File: config.mk
export PLATFORM = sky130hd
export DESIGN_NAME = noc_synthetic_traffic_destination
export DESIGN_NICKNAME = d
export VERILOG_FILES = /design/src/rtl/core/nstd_pkg.sv /design/src/rtl/core/nstd_div_cell.sv /design/src/rtl/core/nstd_map_stage.sv /design/src/rtl/core/noc_synthetic_traffic_destination.sv
export SDC_FILE = /design/constraint.sdc
export NUM_CORES = 1
export LEC_CHECK = 0
export BUFFER_PORTS_ARGS = -buffer_cell sky130_fd_sc_hd__buf_2
export CAP_MARGIN = 20
export CORE_ASPECT_RATIO = 1.2
export CORE_UTILIZATION = 40
export CTS_CLUSTER_DIAMETER = 80
export DETAILED_ROUTE_END_ITERATION = 16
export GPL_ROUTABILITY_DRIVEN = 0
export PLACE_DENSITY_LB_ADDON = 0.15
export SETUP_SLACK_MARGIN = 0.05
export SYNTH_ARGS = -nofsm -noshare
export SYNTH_HDL_FRONTEND = slang
export SYNTH_SLANG_ARGS = --single-unit
File: constraint.sdc
create_clock -name clk -period 7.93 [get_ports clk]
set_clock_uncertainty 0.1 [all_clocks]
set_input_delay 0.3965 -clock clk [delete_from_list [all_inputs] [get_ports clk]]
set_output_delay 0.3965 -clock clk [all_outputs]
set_load 0.1 [all_outputs]
File: src/rtl/core/nstd_pkg.sv
// Shared types, codes and defaults for the synthetic traffic destination block.
package nstd_pkg;

    // Default sizing of the block.
    localparam int MAX_DIM_DEFAULT     = 16;
    localparam int RANDOM_BITS_DEFAULT = 16;

    // Configuration port geometry.
    localparam int ADDR_W     = 4;
    localparam int DATA_W     = 32;
    localparam int SIZE_REG_W = 5;
    localparam int MODE_REG_W = 3;

    // Register reset values.
    localparam logic [SIZE_REG_W-1:0] COLUMNS_RESET = 5'd4;
    localparam logic [SIZE_REG_W-1:0] ROWS_RESET    = 5'd4;
    localparam logic [MODE_REG_W-1:0] MODE_RESET    = 3'd2;

    // Register index, taken from paddr[3:2].
    typedef enum logic [1:0] {
        REG_COLUMNS = 2'd0,
        REG_ROWS    = 2'd1,
        REG_MODE    = 2'd2,
        REG_NONE    = 2'd3
    } reg_index_t;

    // Traffic mode codes.
    typedef enum logic [MODE_REG_W-1:0] {
        MODE_UNIFORM    = 3'd1,
        MODE_COMPLEMENT = 3'd2,
        MODE_TRANSPOSE  = 3'd3,
        MODE_REVERSE    = 3'd4
    } mode_t;

    typedef struct packed {
        logic [7:0]  source_node;
        logic [15:0] random_value;
    } req_t;

    typedef struct packed {
        logic [7:0] destination_node;
        logic       source_out_of_range;
    } rsp_t;

    // Sideband that travels with an item down the cell row.
    typedef struct packed {
        logic                  valid;
        logic [MODE_REG_W-1:0] mode;
        logic                  out_of_range;
    } ctrl_t;

endpackage

File: src/rtl/core/nstd_div_cell.sv
// One restoring-division step for two dividends, registered, with pipeline flow control.
module nstd_div_cell #(
    parameter int N  = 16,
    parameter int RW = 10
) (
    input  logic            clk,
    input  logic            rst_n,
    input  nstd_pkg::ctrl_t ctrl_in,
    output logic            ready_up,
    input  logic [RW-1:0]   rem_a_in,
    input  logic [N-1:0]    work_a_in,
    input  logic [RW-1:0]   rem_b_in,
    input  logic [N-1:0]    work_b_in,
    input  logic [RW-1:0]   divisor_a,
    input  logic [RW-1:0]   divisor_b,
    output nstd_pkg::ctrl_t ctrl_out,
    input  logic            ready_down,
    output logic [RW-1:0]   rem_a_out,
    output logic [N-1:0]    work_a_out,
    output logic [RW-1:0]   rem_b_out,
    output logic [N-1:0]    work_b_out
);

    logic                                valid_reg, valid_next;
    logic [nstd_pkg::MODE_REG_W-1:0]     mode_reg, mode_next;
    logic                                oor_reg, oor_next;
    logic [RW-1:0]                       rem_a_reg, rem_a_next;
    logic [RW-1:0]                       rem_b_reg, rem_b_next;
    logic [N-1:0]                        work_a_reg, work_a_next;
    logic [N-1:0]                        work_b_reg, work_b_next;

    logic [RW:0] shift_a, shift_b, diff_a, diff_b;
    logic        ge_a, ge_b;

    assign ready_up = !valid_reg || ready_down;

    // Bring down the next dividend bit, subtract if it fits.
    always_comb
    begin
        shift_a = {rem_a_in, work_a_in[N-1]};
        shift_b = {rem_b_in, work_b_in[N-1]};
        ge_a    = shift_a >= {1'b0, divisor_a};
        ge_b    = shift_b >= {1'b0, divisor_b};
        diff_a  = shift_a - {1'b0, divisor_a};
        diff_b  = shift_b - {1'b0, divisor_b};
    end

    always_comb
    begin
        valid_next  = valid_reg;
        mode_next   = mode_reg;
        oor_next    = oor_reg;
        rem_a_next  = rem_a_reg;
        rem_b_next  = rem_b_reg;
        work_a_next = work_a_reg;
        work_b_next = work_b_reg;
        if (ready_up)
        begin
            valid_next  = ctrl_in.valid;
            mode_next   = ctrl_in.mode;
            oor_next    = ctrl_in.out_of_range;
            rem_a_next  = ge_a ? diff_a[RW-1:0] : shift_a[RW-1:0];
            rem_b_next  = ge_b ? diff_b[RW-1:0] : shift_b[RW-1:0];
            work_a_next = {work_a_in[N-2:0], ge_a};
            work_b_next = {work_b_in[N-2:0], ge_b};
        end
    end

    always_ff @(posedge clk or negedge rst_n)
    begin
        if (!rst_n)
        begin
            valid_reg <= 1'b0;
        end
        else
        begin
            valid_reg <= valid_next;
        end
    end

    always_ff @(posedge clk)
    begin
        mode_reg   <= mode_next;
        oor_reg    <= oor_next;
        rem_a_reg  <= rem_a_next;
        rem_b_reg  <= rem_b_next;
        work_a_reg <= work_a_next;
        work_b_reg <= work_b_next;
    end

    assign ctrl_out   = '{valid: valid_reg, mode: mode_reg, out_of_range: oor_reg};
    assign rem_a_out  = rem_a_reg;
    assign rem_b_out  = rem_b_reg;
    assign work_a_out = work_a_reg;
    assign work_b_out = work_b_reg;

endmodule

File: src/rtl/core/nstd_map_stage.sv
// Final cell: applies the traffic mode to the split source and holds the result item.
module nstd_map_stage #(
    parameter int MAX_DIM = 16,
    parameter int N       = 16,
    parameter int RW      = 10
) (
    input  logic                     clk,
    input  logic                     rst_n,
    input  nstd_pkg::ctrl_t          ctrl_in,
    output logic                     ready_up,
    input  logic [RW-1:0]            rem_a,
    input  logic [N-1:0]             work_a,
    input  logic [RW-1:0]            rem_b,
    input  logic [$clog2(MAX_DIM+1)-1:0] size_x,
    input  logic [$clog2(MAX_DIM+1)-1:0] size_y,
    output nstd_pkg::rsp_t           rsp,
    output logic                     rsp_valid,
    input  logic                     rsp_ready
);

    localparam int DIM_W = $clog2(MAX_DIM + 1);
    localparam int CW    = 2 * DIM_W;
    localparam int XB    = $clog2(MAX_DIM);
    localparam int W     = 2 * XB;
    localparam int BW    = $clog2(XB + 1);
    localparam int DW    = (CW > W) ? ((CW > 8) ? CW : 8) : ((W > 8) ? W : 8);

    // Index bits for a dimension: ceil(log2(size)), at least one.
    function automatic logic [BW-1:0] bits_for(input logic [DIM_W-1:0] s);
        logic [BW-1:0] b;
        b = BW'(1);
        for (int k = 0; k < XB; k++)
        begin
            if (s > (DIM_W'(1) << k))
            begin
                b = BW'(k + 1);
            end
        end
        return b;
    endfunction

    logic                 valid_reg, valid_next;
    nstd_pkg::rsp_t       rsp_reg, rsp_next;

    logic [DIM_W-1:0] x_d, y_d;
    logic [DIM_W-1:0] mul_a, mul_b, add_c;
    logic [CW-1:0]    linear;
    logic [BW-1:0]    xb, yb;
    logic [BW:0]      nbits;
    logic [BW:0]      shamt;
    logic [W-1:0]     joined, rev, rev_out;
    logic [DW-1:0]    dest;

    assign ready_up = !valid_reg || rsp_ready;

    assign x_d = work_a[DIM_W-1:0];
    assign y_d = rem_a[DIM_W-1:0];

    // Complement and transpose share one multiplier.
    always_comb
    begin
        if (ctrl_in.mode == nstd_pkg::MODE_COMPLEMENT)
        begin
            mul_a = size_x - DIM_W'(1) - x_d;
            mul_b = size_y;
            add_c = size_y - DIM_W'(1) - y_d;
        end
        else
        begin
            mul_a = y_d;
            mul_b = size_x;
            add_c = x_d;
        end
        linear = CW'(mul_a) * CW'(mul_b) + CW'(add_c);
    end

    // Bit-reverse over xb + yb bits of (x << yb) + y.
    always_comb
    begin
        xb     = bits_for(size_x);
        yb     = bits_for(size_y);
        nbits  = {1'b0, xb} + {1'b0, yb};
        shamt  = (BW+1)'(W) - nbits;
        joined = (W'(x_d[XB-1:0]) << yb) + W'(y_d);
        for (int i = 0; i < W; i++)
        begin
            rev[i] = joined[W-1-i];
        end
        rev_out = rev >> shamt;
    end

    always_comb
    begin
        case (ctrl_in.mode)
            nstd_pkg::MODE_UNIFORM:    dest = DW'(rem_b);
            nstd_pkg::MODE_COMPLEMENT: dest = DW'(linear);
            nstd_pkg::MODE_TRANSPOSE:  dest = DW'(linear);
            nstd_pkg::MODE_REVERSE:    dest = DW'(rev_out);
            default:                   dest = '0;
        endcase
        if (ctrl_in.out_of_range)
        begin
            dest = '0;
        end
    end

    always_comb
    begin
        valid_next = valid_reg;
        rsp_next   = rsp_reg;
        if (ready_up)
        begin
            valid_next                   = ctrl_in.valid;
            rsp_next.destination_node    = dest[7:0];
            rsp_next.source_out_of_range = ctrl_in.out_of_range;
        end
    end

    always_ff @(posedge clk or negedge rst_n)
    begin
        if (!rst_n)
        begin
            valid_reg <= 1'b0;
        end
        else
        begin
            valid_reg <= valid_next;
        end
    end

    always_ff @(posedge clk)
    begin
        rsp_reg <= rsp_next;
    end

    assign rsp       = rsp_reg;
    assign rsp_valid = valid_reg;

endmodule

File: src/rtl/core/noc_synthetic_traffic_destination.sv
// Top level: config registers, range check and the row of division cells feeding the mapper.
//
// Maps an injecting node of a mesh_columns_x by mesh_rows_y mesh to the destination that
// traffic_mode selects (1 uniform random, 2 bit-complement, 3 transpose, 4 bit-reverse).
// Sizes of 0 act as 1 and sizes above MAX_DIM act as MAX_DIM; a source at or above the node
// count sets source_out_of_range and returns destination 0, as does an unknown mode.
// An item can enter in every cycle unless the row is backed up to a stalled result, and
// the source split (source / rows) and the random reduction (random % node count) run
// side by side through a row of min(RANDOM_BITS,16) restoring-division cells, one quotient
// bit per cell, and the mapping cell with the output register closes the row. Each cell
// moves its item on whenever the cell behind it is empty or moving, so bubbles are
// squeezed out and items are still taken while a finished result waits on rsp_ready.
// Registers: mesh_columns_x at 0x0, mesh_rows_y at 0x4, traffic_mode at 0x8; write only
// while no item is in flight.
module noc_synthetic_traffic_destination #(
    parameter int MAX_DIM     = nstd_pkg::MAX_DIM_DEFAULT,
    parameter int RANDOM_BITS = nstd_pkg::RANDOM_BITS_DEFAULT
) (
    input  logic                        clk,
    input  logic                        rst_n,
    // config port
    input  logic                        psel,
    input  logic                        penable,
    input  logic                        pwrite,
    input  logic [nstd_pkg::ADDR_W-1:0] paddr,
    input  logic [nstd_pkg::DATA_W-1:0] pwdata,
    output logic [nstd_pkg::DATA_W-1:0] prdata,
    output logic                        pready,
    // request items
    input  logic                        req_valid,
    output logic                        req_ready,
    input  nstd_pkg::req_t              req,
    // result items
    output logic                        rsp_valid,
    input  logic                        rsp_ready,
    output nstd_pkg::rsp_t              rsp
);

    localparam int DIM_W = $clog2(MAX_DIM + 1);
    localparam int CW    = 2 * DIM_W;            // node count and remainders
    localparam int N     = (RANDOM_BITS < 16) ? RANDOM_BITS : 16;  // dividend bits, cells
    localparam int CMP_W = (CW > 8) ? CW : 8;

    localparam int SRW = nstd_pkg::SIZE_REG_W;
    localparam int MRW = nstd_pkg::MODE_REG_W;

    // ---------------------------------------------------------------- config registers
    logic [SRW-1:0] columns_reg, columns_next;
    logic [SRW-1:0] rows_reg, rows_next;
    logic [MRW-1:0] mode_reg, mode_next;

    nstd_pkg::reg_index_t reg_index;
    logic                 cfg_write;

    assign pready    = 1'b1;
    assign reg_index = nstd_pkg::reg_index_t'(paddr[3:2]);
    assign cfg_write = psel && penable && pwrite && pready;

    always_comb
    begin
        columns_next = columns_reg;
        rows_next    = rows_reg;
        mode_next    = mode_reg;
        if (cfg_write)
        begin
            case (reg_index)
                nstd_pkg::REG_COLUMNS: columns_next = pwdata[SRW-1:0];
                nstd_pkg::REG_ROWS:    rows_next    = pwdata[SRW-1:0];
                nstd_pkg::REG_MODE:    mode_next    = pwdata[MRW-1:0];
                default:               ;
            endcase
        end
    end

    always_ff @(posedge clk or negedge rst_n)
    begin
        if (!rst_n)
        begin
            columns_reg <= nstd_pkg::COLUMNS_RESET;
            rows_reg    <= nstd_pkg::ROWS_RESET;
            mode_reg    <= nstd_pkg::MODE_RESET;
        end
        else
        begin
            columns_reg <= columns_next;
            rows_reg    <= rows_next;
            mode_reg    <= mode_next;
        end
    end

    always_comb
    begin
        case (reg_index)
            nstd_pkg::REG_COLUMNS: prdata = nstd_pkg::DATA_W'(columns_reg);
            nstd_pkg::REG_ROWS:    prdata = nstd_pkg::DATA_W'(rows_reg);
            nstd_pkg::REG_MODE:    prdata = nstd_pkg::DATA_W'(mode_reg);
            default:               prdata = '0;
        endcase
    end

    // ---------------------------------------------------------------- mesh geometry
    // Clamp a size register into 1..MAX_DIM.
    function automatic logic [DIM_W-1:0] eff_size(input logic [SRW-1:0] r);
        if (r == '0)
        begin
            return DIM_W'(1);
        end
        else if (32'(r) > MAX_DIM)
        begin
            return DIM_W'(MAX_DIM);
        end
        return DIM_W'(r);
    endfunction

    logic [DIM_W-1:0] size_x, size_y;
    logic [CW-1:0]    node_count;
    logic             source_oor;

    assign size_x     = eff_size(columns_reg);
    assign size_y     = eff_size(rows_reg);
    assign node_count = CW'(size_x) * CW'(size_y);
    assign source_oor = CMP_W'(req.source_node) >= CMP_W'(node_count);

    // ---------------------------------------------------------------- cell row
    nstd_pkg::ctrl_t ctrl  [0:N];
    logic            ready [0:N];
    logic [CW-1:0]   rem_a [0:N];
    logic [CW-1:0]   rem_b [0:N];
    logic [N-1:0]    work_a [0:N];
    logic [N-1:0]    work_b [0:N];

    assign ctrl[0]   = '{valid: req_valid, mode: mode_reg, out_of_range: source_oor};
    assign rem_a[0]  = '0;
    assign rem_b[0]  = '0;
    assign work_a[0] = N'(req.source_node);
    assign work_b[0] = req.random_value[N-1:0];
    assign req_ready = ready[0];

    for (genvar i = 0; i < N; i++)
    begin : g_cell
        nstd_div_cell #(
            .N  (N),
            .RW (CW)
        ) u_cell (
            .clk        (clk),
            .rst_n      (rst_n),
            .ctrl_in    (ctrl[i]),
            .ready_up   (ready[i]),
            .rem_a_in   (rem_a[i]),
            .work_a_in  (work_a[i]),
            .rem_b_in   (rem_b[i]),
            .work_b_in  (work_b[i]),
            .divisor_a  (CW'(size_y)),
            .divisor_b  (node_count),
            .ctrl_out   (ctrl[i+1]),
            .ready_down (ready[i+1]),
            .rem_a_out  (rem_a[i+1]),
            .work_a_out (work_a[i+1]),
            .rem_b_out  (rem_b[i+1]),
            .work_b_out (work_b[i+1])
        );
    end

    // ---------------------------------------------------------------- mapping + output
    nstd_map_stage #(
        .MAX_DIM (MAX_DIM),
        .N       (N),
        .RW      (CW)
    ) u_map (
        .clk       (clk),
        .rst_n     (rst_n),
        .ctrl_in   (ctrl[N]),
        .ready_up  (ready[N]),
        .rem_a     (rem_a[N]),
        .work_a    (work_a[N]),
        .rem_b     (rem_b[N]),
        .size_x    (size_x),
        .size_y    (size_y),
        .rsp       (rsp),
        .rsp_valid (rsp_valid),
        .rsp_ready (rsp_ready)
    );

    // ---------------------------------------------------------------- assertions
    // An out-of-range source never yields a nonzero destination.
    a_oor_zero: assert property (@(posedge clk) disable iff (!rst_n)
        rsp_valid && rsp.source_out_of_range |-> rsp.destination_node == 8'd0)
        else $error("out-of-range source gave a nonzero destination");

    // Uniform, complement and transpose stay inside the mesh for an in-range source.
    a_dest_in_mesh: assert property (@(posedge clk) disable iff (!rst_n)
        rsp_valid && !rsp.source_out_of_range
        && (mode_reg == nstd_pkg::MODE_UNIFORM || mode_reg == nstd_pkg::MODE_COMPLEMENT
            || mode_reg == nstd_pkg::MODE_TRANSPOSE)
        |-> CMP_W'(rsp.destination_node) < CMP_W'(node_count))
        else $error("destination outside the mesh");

    // Requests are only refused when the row is backed up to a stalled result.
    a_stall_source: assert property (@(posedge clk) disable iff (!rst_n)
        !req_ready |-> rsp_valid && !rsp_ready)
        else $error("request refused without an output stall");

endmodule
==> results of run 1 <==
-- routing by layer --
metal / vias up / track usage (%) / part of all wire, %
met1: 11060 / 19.56 / 42
met3: 149 / 2.072 / 3.1
met5: - / 0 / 0
met4: 0 / 6.894 / 3.4
li1: 11030 / - / -
met2: 368 / 30.41 / 51
-- Yosys cell counts, types with 20 or more instances --
master    number
nand4_1       37
dfrtp_1       27
xor2_1        74
a211oi_1      20
a21oi_1      164
a21o_1        62
mux2_2       146
nor2_1       191
o21a_1        20
edfxtp_1     609
fa_1          56
inv_1        189
o21ai_0      126
nand3b_1      25
nor2b_1       61
buf_4         28
nor3_1        66
nand2_1      201
mux2i_1       54
ha_1         289
xnor2_1      120
clkbuf_1      21
nand3_1       43
nand2b_1      40
-- final cells by class --
cell class / instances / area [um2] / area share, %
tap: 1159 / 1450 / 3.597
sequential: 639 / 19040 / 47.23
antenna: 1 / 2.502 / 0.006207
multi-input combinational: 2059 / 15970 / 39.60
inverter: 192 / 725.7 / 1.800
clock buffer: 86 / 1864 / 4.624
timing repair buffer: 117 / 845.8 / 2.098
clock inverter: 42 / 421.7 / 1.046
-- cells by family after synthesis --
family	share of synthesized area [%]
other cells	0.02091
mux	6.312
compound gates	9.295
fa+ha+maj	13.19
buf+inv	2.961
xor+xnor	4.794
simple gates	10.41
flops	53.02
-- critical path, cell delays in order (launching register included) --
cell and delay (ns):
dfrtp_1 0.44, nor4_1 0.41, ha_1 0.41, nor2b_1 0.19, nor2_1 0.32, nand2_1 0.14
fa_1 0.57, fa_1 0.53, fa_1 0.56, inv_1 0.05, ha_1 0.35, o21ai_0 0.10
o21a_1 0.19, nand2b_1 0.16, nand2b_1 0.12, xnor2_2 0.11, buf_4 0.39, ha_1 0.38
a2111oi_0 0.49, a21oi_1 0.19, a21oi_2 0.48, mux2_2 0.41
-- worst max-delay path by stage --
stage,start,to,slack [ns],depth (start not counted)
final,rows_reg[0],g_cell[14].u_cell.rem_b_out[4],0.58,21
after global routing,rows_reg[0],g_cell[14].u_cell.rem_b_out[3],0.14,21
after CTS,rows_reg[0],g_cell[9].u_cell.rem_b_out[8],0.35,22
after detailed placement,rows_reg[0],g_cell[9].u_cell.rem_b_out[8],0.37,22
after global placement,rows_reg[0],g_cell[2].u_cell.rem_b_out[2],0.61,22
after floorplan,u_map.rsp_valid,g_cell[0].u_cell.mode_reg[0],0.27,8
-- what timing repair did --
action,in CTS,in global routing
endpoints found under the hold margin,64,0
hold buffers,30,0
resized for setup,0,2
endpoints found under the setup margin,0,88
-- through the flow --
| step | cell area [um2] | util (%) | setup WS [ns] | instances |
|---|---|---|---|---|
| 6_report | 40320 | 45.28 | 0.5799 | 4295 |
| 5_1_grt | 40310 | 45.28 | 0.1432 | 4294 |
| 4_1_cts | 40290 | 45.25 | 0.3453 | 4293 |
| 3_5_place_dp | 37700 | 42.35 | 0.3677 | 4135 |
| 3_3_place_gp | 37700 | 42.35 | 0.6056 | 4135 |
| 2_1_floorplan | 36020 | - | 0.2720 | 2945 |
==> flow_summary.json, run 1 <==
{
  "final_nets": 3492,
  "reg2reg_depth": 21,
  "max_freq_mhz": 136.1,
  "initial_utilization_pct": 40.34,
  "layout_common_cells": "edfxtp_1 (609), ha_1 (289), nand2_1 (199)",
  "synth_cells": 2918,
  "synthArstFlopShare_pct": 4.695,
  "ys.flop_type": "edfxtp_1",
  "root_buffer": "clkbuf_16",
  "grt_pass1_wl_um": 119600,
  "whs_path_depth": 3,
  "critPathRequiredTime_ns": 8.19,
  "cts_buffers": 71,
  "htreeDepth": 3,
  "hpwl_um": 53460,
  "track_usage_pct": 16.66,
  "worst_setup_path_end_kind": "flip-flop",
  "drv_slew": 0,
  "min_to": "g_cell[0].u_cell.rem_b_out[0]",
  "setup_violations": 0,
  "hold_slack_ns": 0.04687,
  "drtIter0Drc": 1083,
  "ff2ff_setup_slack_ns": 0.58,
  "drcViolationCount": 0,
  "slew_headroom_pct": 28.84,
  "finalSetupTns_ns": 0,
  "cp.arrival_ns": 7.61,
  "dieArea_mm2": 0.09100,
  "rsz0062_at_grt": "false",
  "postCtsSetupRepairBufs": 0,
  "n_fill_cell": 7956,
  "die_h_um": 330.3,
  "drv_cap": 0,
  "rows": 120,
  "synth_area_mm2": 0.03592,
  "drive_above_1_share_pct": 12.76,
  "io_pins": 111,
  "r2r_start": "rows_reg[0]",
  "finalHoldViolCount": 0,
  "routed_via_density": 5.264,
  "cts_buffer_depth": 3,
  "synth_top_area_share_pct": 50.92,
  "post_drt_wl_per_cell_um": 17.47,
  "synth_seq_cells": 639,
  "synth.distinct_cells": 85,
  "grt_max_degree": 48,
  "clk_latency_ns": 0.61,
  "worst_slew_pin_slew_ns": 1.067,
  "antenna_found_initial": 3,
  "critPathLaunchType": "flip-flop",
  "min_from": "req[15]",
  "tritoncts": "done",
  "synth_area_leaders": "edfxtp_1 (51%), ha_1 (10%), mux2_2 (4.6%)",
  "fin_crit_ns": 7.350,
  "netlist.top_cell.by_area": "edfxtp_1",
  "grt_pass1_vias": 23480,
  "wl_um": 75030,
  "hp-class": "in2reg",
  "gr-total-overflow": 0,
  "portBuffers": 53,
  "chipWidth_um": 275.5,
  "cts.sinks": 639,
  "fp.coreArea_mm2": 0.08904,
  "period_share_pct": 92.69,
  "path_max_fanout": 18,
  "worstSetupPathType": "reg2reg",
  "status": "finished, final reports clean",
  "ys_seq_area_share_pct": 53.02,
  "vias": 22610,
  "drt_pre_antenna_iters": 5,
  "path_clk_slew_ns": 0.06,
  "yosys_warnings": 0,
  "areaGrowthSynthToFinish_pct": 12.26,
  "worstReg2RegEnd": "g_cell[14].u_cell.rem_b_out[4]",
  "final_common_cell": "edfxtp_1",
  "ant_nets": 0,
  "synth_edf_count": 609,
  "largest_reg_flops": 158,
  "syn_avg_cell_area_um2": 12.31
}
Power of run 1 is left out: the tool's default activity adds up to more than one toggle a clock period on the data nets, which glitch-free logic cannot reach.
==> run 2, diff against run 1 <==
--- a/config.mk
+++ b/config.mk
@@ -9,6 +9,7 @@
 export CAP_MARGIN = 20
 export CORE_ASPECT_RATIO = 1.2
 export CORE_UTILIZATION = 40
+export CTS_BUF_LIST = sky130_fd_sc_hd__clkbuf_2 sky130_fd_sc_hd__clkbuf_4 sky130_fd_sc_hd__clkbuf_8
 export CTS_CLUSTER_DIAMETER = 80
 export DETAILED_ROUTE_END_ITERATION = 16
 export GPL_ROUTABILITY_DRIVEN = 0
==> flow_summary.json, run 2 (synthesis gave the netlist of run 1 again) <==
{
  "gr-total-overflow": 0,
  "slew_headroom_pct": 28.02,
  "routed_via_density": 5.240,
  "critPathRequiredTime_ns": 8.29,
  "slowest_delay_ns": 0.57,
  "drtIter0Drc": 1033,
  "fin_crit_ns": 7.369,
  "reg2reg_depth": 21,
  "finalSetupTns_ns": 0,
  "vias": 22870,
  "die_h_um": 330.3,
  "hp-class": "in2reg",
  "ant_nets": 0,
  "path_clk_slew_ns": 0.06,
  "cts.sinks": 639,
  "critPathLaunchType": "flip-flop",
  "ff2ff_setup_slack_ns": 0.56,
  "grt_pass1_vias": 23800,
  "dieArea_mm2": 0.09100,
  "areaGrowthSynthToFinish_pct": 11.76,
  "critPathTopFamily": "adder cells",
  "cts_buffer_depth": 3,
  "portBuffers": 53,
  "path_max_fanout": 17,
  "finalHoldViolCount": 0,
  "htreeDepth": 3,
  "chipWidth_um": 275.5,
  "worst_slew_pin_slew_ns": 1.080,
  "whs_path_depth": 3,
  "grt_pass1_wl_um": 120500,
  "max_freq_mhz": 135.7,
  "rows": 120,
  "cp.buffers_inverters": 2,
  "layout_common_cells": "edfxtp_1 (609), ha_1 (289), nand2_1 (199)",
  "crit_slowest_cell": "fa_1",
  "largest_reg_flops": 158,
  "root_buffer": "clkbuf_8",
  "initial_utilization_pct": 40.34,
  "drive_above_1_share_pct": 14.13,
  "rsz0062_at_grt": "false",
  "period_share_pct": 92.93,
  "setup_violations": 0,
  "wl_um": 75600,
  "cp.arrival_ns": 7.73,
  "cts_buffers": 106,
  "worst_setup_path_end_kind": "flip-flop",
  "drv_cap": 0,
  "tritoncts": "done",
  "track_usage_pct": 16.74,
  "drv_slew": 0,
  "drt_pre_antenna_iters": 5,
  "min_to": "mode_reg[0]",
  "hpwl_um": 53460,
  "worstReg2RegEnd": "g_cell[14].u_cell.rem_b_out[4]",
  "min_from": "paddr[3]",
  "worstSetupPathType": "reg2reg",
  "drcViolationCount": 0,
  "final_common_cell": "edfxtp_1",
  "final_nets": 3528,
  "status": "finished, final reports clean",
  "r2r_start": "rows_reg[0]",
  "antenna_found_initial": 4,
  "n_fill_cell": 8036,
  "io_pins": 111,
  "fp.coreArea_mm2": 0.08904,
  "post_drt_wl_per_cell_um": 17.32,
  "worstPathCellList": "nor4_1 -> ha_1 -> nor2b_1 -> nor2_1 -> nand2_1 -> fa_1 -> fa_1 -> fa_1 -> inv_1 -> ha_1 -> o21ai_0 -> o21a_1 -> nand2b_1 -> nand2b_1 -> xnor2_2 -> buf_4 -> ha_1 -> a2111oi_0 -> a21oi_1 -> a21oi_2 -> mux2_2",
  "clk_latency_ns": 0.74,
  "grt_max_degree": 48
}
-- run 2: layout make-up --
class | count | area, um2 | area share, %
Sequential cell | 639 | 19040 | 47.44
Multi-Input combinational cell | 2059 | 15970 | 39.78
Clock buffer | 133 | 1668 | 4.155
Tap cell | 1159 | 1450 | 3.613
Timing Repair Buffer | 118 | 855.8 | 2.132
Inverter | 192 | 725.7 | 1.808
Clock inverter | 64 | 429.2 | 1.069
Antenna cell | 1 | 2.502 | 0.006234
-- run 2: tightest hold or removal path, stage by stage --
cell and delay, ns:
buf_2 0.16, nand2_1 0.14, mux2_2 0.17
-- run 2: how the worst max path moves through the flow --
stage / cells past startpoint / end / startpoint / slack [ns]
after floorplan: 8 / g_cell[0].u_cell.mode_reg[0] / u_map.rsp_valid / 0.27
after global placement: 22 / g_cell[2].u_cell.rem_b_out[2] / rows_reg[0] / 0.61
after detailed placement: 22 / g_cell[9].u_cell.rem_b_out[8] / rows_reg[0] / 0.37
after CTS: 22 / g_cell[9].u_cell.rem_b_out[8] / rows_reg[0] / 0.35
after global routing: 22 / g_cell[9].u_cell.rem_b_out[6] / rows_reg[0] / 0.13
final: 21 / g_cell[14].u_cell.rem_b_out[4] / rows_reg[0] / 0.56
-- run 2: routing by layer --
layer / up-vias / track usage, % / share of wire, %
li1: 11130 / - / -
met1: 11190 / 19.40 / 41
met3: 149 / 2.312 / 3.5
met2: 412 / 30.61 / 52
met5: - / 0 / 0
met4: 0 / 7.026 / 3.4
-- run 2: timing repair --
item                                    CTS  global route
buffers inserted                          0             0
endpoints found under the setup margin    0            81
resized for setup                         0             2
endpoints found under the hold margin    65             0
hold buffers                             31             0
-- run 2: through the flow --
stage               cells  instance area (um2)  utilization (%)  setup slack [ns]  hold WS, ns
global placement     4135                37700            42.35            0.6056       0.3007
detailed placement   4135                37700            42.35            0.3677       0.3045
global route         4365                40140            45.08            0.1334      0.07627
floorplan            2945                36020                -            0.2720    0.0009089
finish               4365                40140            45.08            0.5609      0.09484
CTS                  4363                40110            45.05            0.3498      0.01521
Power of run 2 is left out for the same reason.
==> run 3, diff against run 2 <==
==> constraint.sdc (replaced) <==
create_clock -name clk -period 8.4 [get_ports clk]
set_clock_uncertainty 0.1 [all_clocks]
set_input_delay 0.42 -clock clk [delete_from_list [all_inputs] [get_ports clk]]
set_output_delay 0.42 -clock clk [all_outputs]
set_load 0.1 [all_outputs]
==> flow_summary.json, run 3 (synthesis gave the netlist of run 1 again) <==
{
  "status": "finished, final reports clean",
  "critPathLaunchType": "flip-flop",
  "drv_cap": 0,
  "layout_common_cells": "edfxtp_1 (609), ha_1 (289), nand2_1 (199)",
  "final.setup.worst_slack_ns": 0.7897,
  "crit_slowest_cell": "a2111oi_0",
  "post_drt_wl_per_cell_um": 17.35,
  "finalSetupTns_ns": 0,
  "worstSetupPathType": "reg2reg",
  "cp.arrival_ns": 7.96,
  "final_common_cell": "edfxtp_1",
  "chipWidth_um": 275.5,
  "fin_crit_ns": 7.610,
  "portBuffers": 53,
  "setup_violations": 0,
  "rsz0062_at_grt": "false",
  "post-place-cells": 4136,
  "critPathTopFamily": "adder cells",
  "cts_buffer_depth": 3,
  "hp-class": "in2reg",
  "clk_latency_ns": 0.74,
  "gr-total-overflow": 0,
  "max_freq_mhz": 131.4,
  "fp.coreArea_mm2": 0.08904,
  "vias": 22920,
  "drive_above_1_share_pct": 14.27,
  "worst_slew_pin_slew_ns": 0.9894,
  "slowest_delay_ns": 0.81,
  "final_util_pct": 45.11,
  "drcViolationCount": 0,
  "worstPathCellList": "nor4_1 -> ha_1 -> nor2b_1 -> nor2_1 -> nand2_1 -> fa_1 -> fa_1 -> fa_1 -> inv_1 -> ha_1 -> nor2b_1 -> o21ai_1 -> a2111oi_0 -> a211oi_4 -> buf_4 -> ha_1 -> nand4_1 -> nor3_1 -> nor3_1 -> nand2_1 -> nor2_2 -> mux2_2",
  "critPathRequiredTime_ns": 8.75,
  "grt_max_degree": 45,
  "rows": 120,
  "areaGrowthSynthToFinish_pct": 11.82,
  "path_max_fanout": 16,
  "grt_pass1_wl_um": 121600,
  "path_clk_slew_ns": 0.06,
  "track_usage_pct": 16.97,
  "initial_utilization_pct": 40.34,
  "finalHoldViolCount": 0,
  "dieArea_mm2": 0.09100,
  "cts_buffers": 106,
  "preCtsSetupSlack_ns": 0.8188,
  "drtIter0Drc": 1209,
  "slew_headroom_pct": 33.97,
  "worst_setup_path_end_kind": "flip-flop",
  "busiest_layer": "met2",
  "wl_um": 75740,
  "tritoncts": "done",
  "root_buffer": "clkbuf_8",
  "die_h_um": 330.3,
  "largest_reg_flops": 158,
  "grt_pass1_vias": 23930,
  "ant_nets": 0,
  "final_nets": 3529,
  "n_fill_cell": 8110,
  "routed_via_density": 5.251,
  "hpwl_um": 53540,
  "antenna_found_initial": 3,
  "gr-usage-met2_pct": 30.09,
  "fin_cells": 4364,
  "cp.buffers_inverters": 2,
  "io_pins": 111,
  "cts.sinks": 639,
  "met3_usage_pct": 2.624,
  "drv_slew": 0,
  "grt_use_met1_pct": 20.10,
  "period_share_pct": 90.60,
  "drt_pre_antenna_iters": 5,
  "htreeDepth": 3
}
run 3: metrics by stage:
stage | instance area, um2 | hold slack, ns
floorplan | 36020 | 0.02441
global placement | 37690 | 0.3001
detailed placement | 37720 | 0.3045
CTS | 40130 | 0.02738
global route | 40160 | 0.09864
finish | 40160 | 0.1022
run 3: area by class of cell:
cell class              instances  area, um2  share of cell area (%)
flip-flops and latches        639      19040                   47.42
clock buffers                 137       1710                   4.259
well taps                    1159       1450                   3.611
repair buffers                119      878.3                   2.187
diodes                          2      5.005                 0.01246
multi-input cells            2059      15960                   39.74
clock inverters                57      389.1                  0.9689
inverters                     192      725.7                   1.807
run 3: final timing paths:
check	from	end	slack, ns	depth (start not counted)
min	paddr[3]	mode_reg[0]	0.10	3
max in group asynchronous	rst_n	g_cell[12].u_cell.valid_reg	7.54	2
min reg2reg	g_cell[1].u_cell.oor_reg	g_cell[2].u_cell.oor_reg	0.30	0
max reg2reg	rows_reg[1]	g_cell[10].u_cell.rem_b_out[7]	0.79	22
min in group asynchronous	rst_n	g_cell[9].u_cell.valid_reg	0.19	2
max	rows_reg[1]	g_cell[10].u_cell.rem_b_out[7]	0.79	22
run 3: worst register-to-register path, stage by stage (launching register included):
cell and delay (ns):
dfrtp_1 0.45, nor4_1 0.39, ha_1 0.42, nor2b_1 0.20
nor2_1 0.30, nand2_1 0.16, fa_1 0.54, fa_1 0.53
fa_1 0.55, inv_1 0.04, ha_1 0.35, nor2b_1 0.15
o21ai_1 0.10, a2111oi_0 0.81, a211oi_4 0.06, buf_4 0.30
ha_1 0.41, nand4_1 0.15, nor3_1 0.07, nor3_1 0.28
nand2_1 0.15, nor2_2 0.43, mux2_2 0.40
run 3: repair_timing:
| action | in CTS | in global routing |
|---|---|---|
| hold buffers | 31 | 0 |
| resized for setup | 0 | 0 |
| setup buffers | 0 | 0 |
| endpoints found under the hold margin | 65 | 0 |
run 3: routing by layer:
| metal | wire length, um | share of wire [%] |
|---|---|---|
| met1 | 31940 | 42 |
| met2 | 38420 | 51 |
| met3 | 2646 | 3.5 |
| met4 | 2724 | 3.6 |
| met5 | 0 | 0 |
Power of run 3 is left out for the same reason.
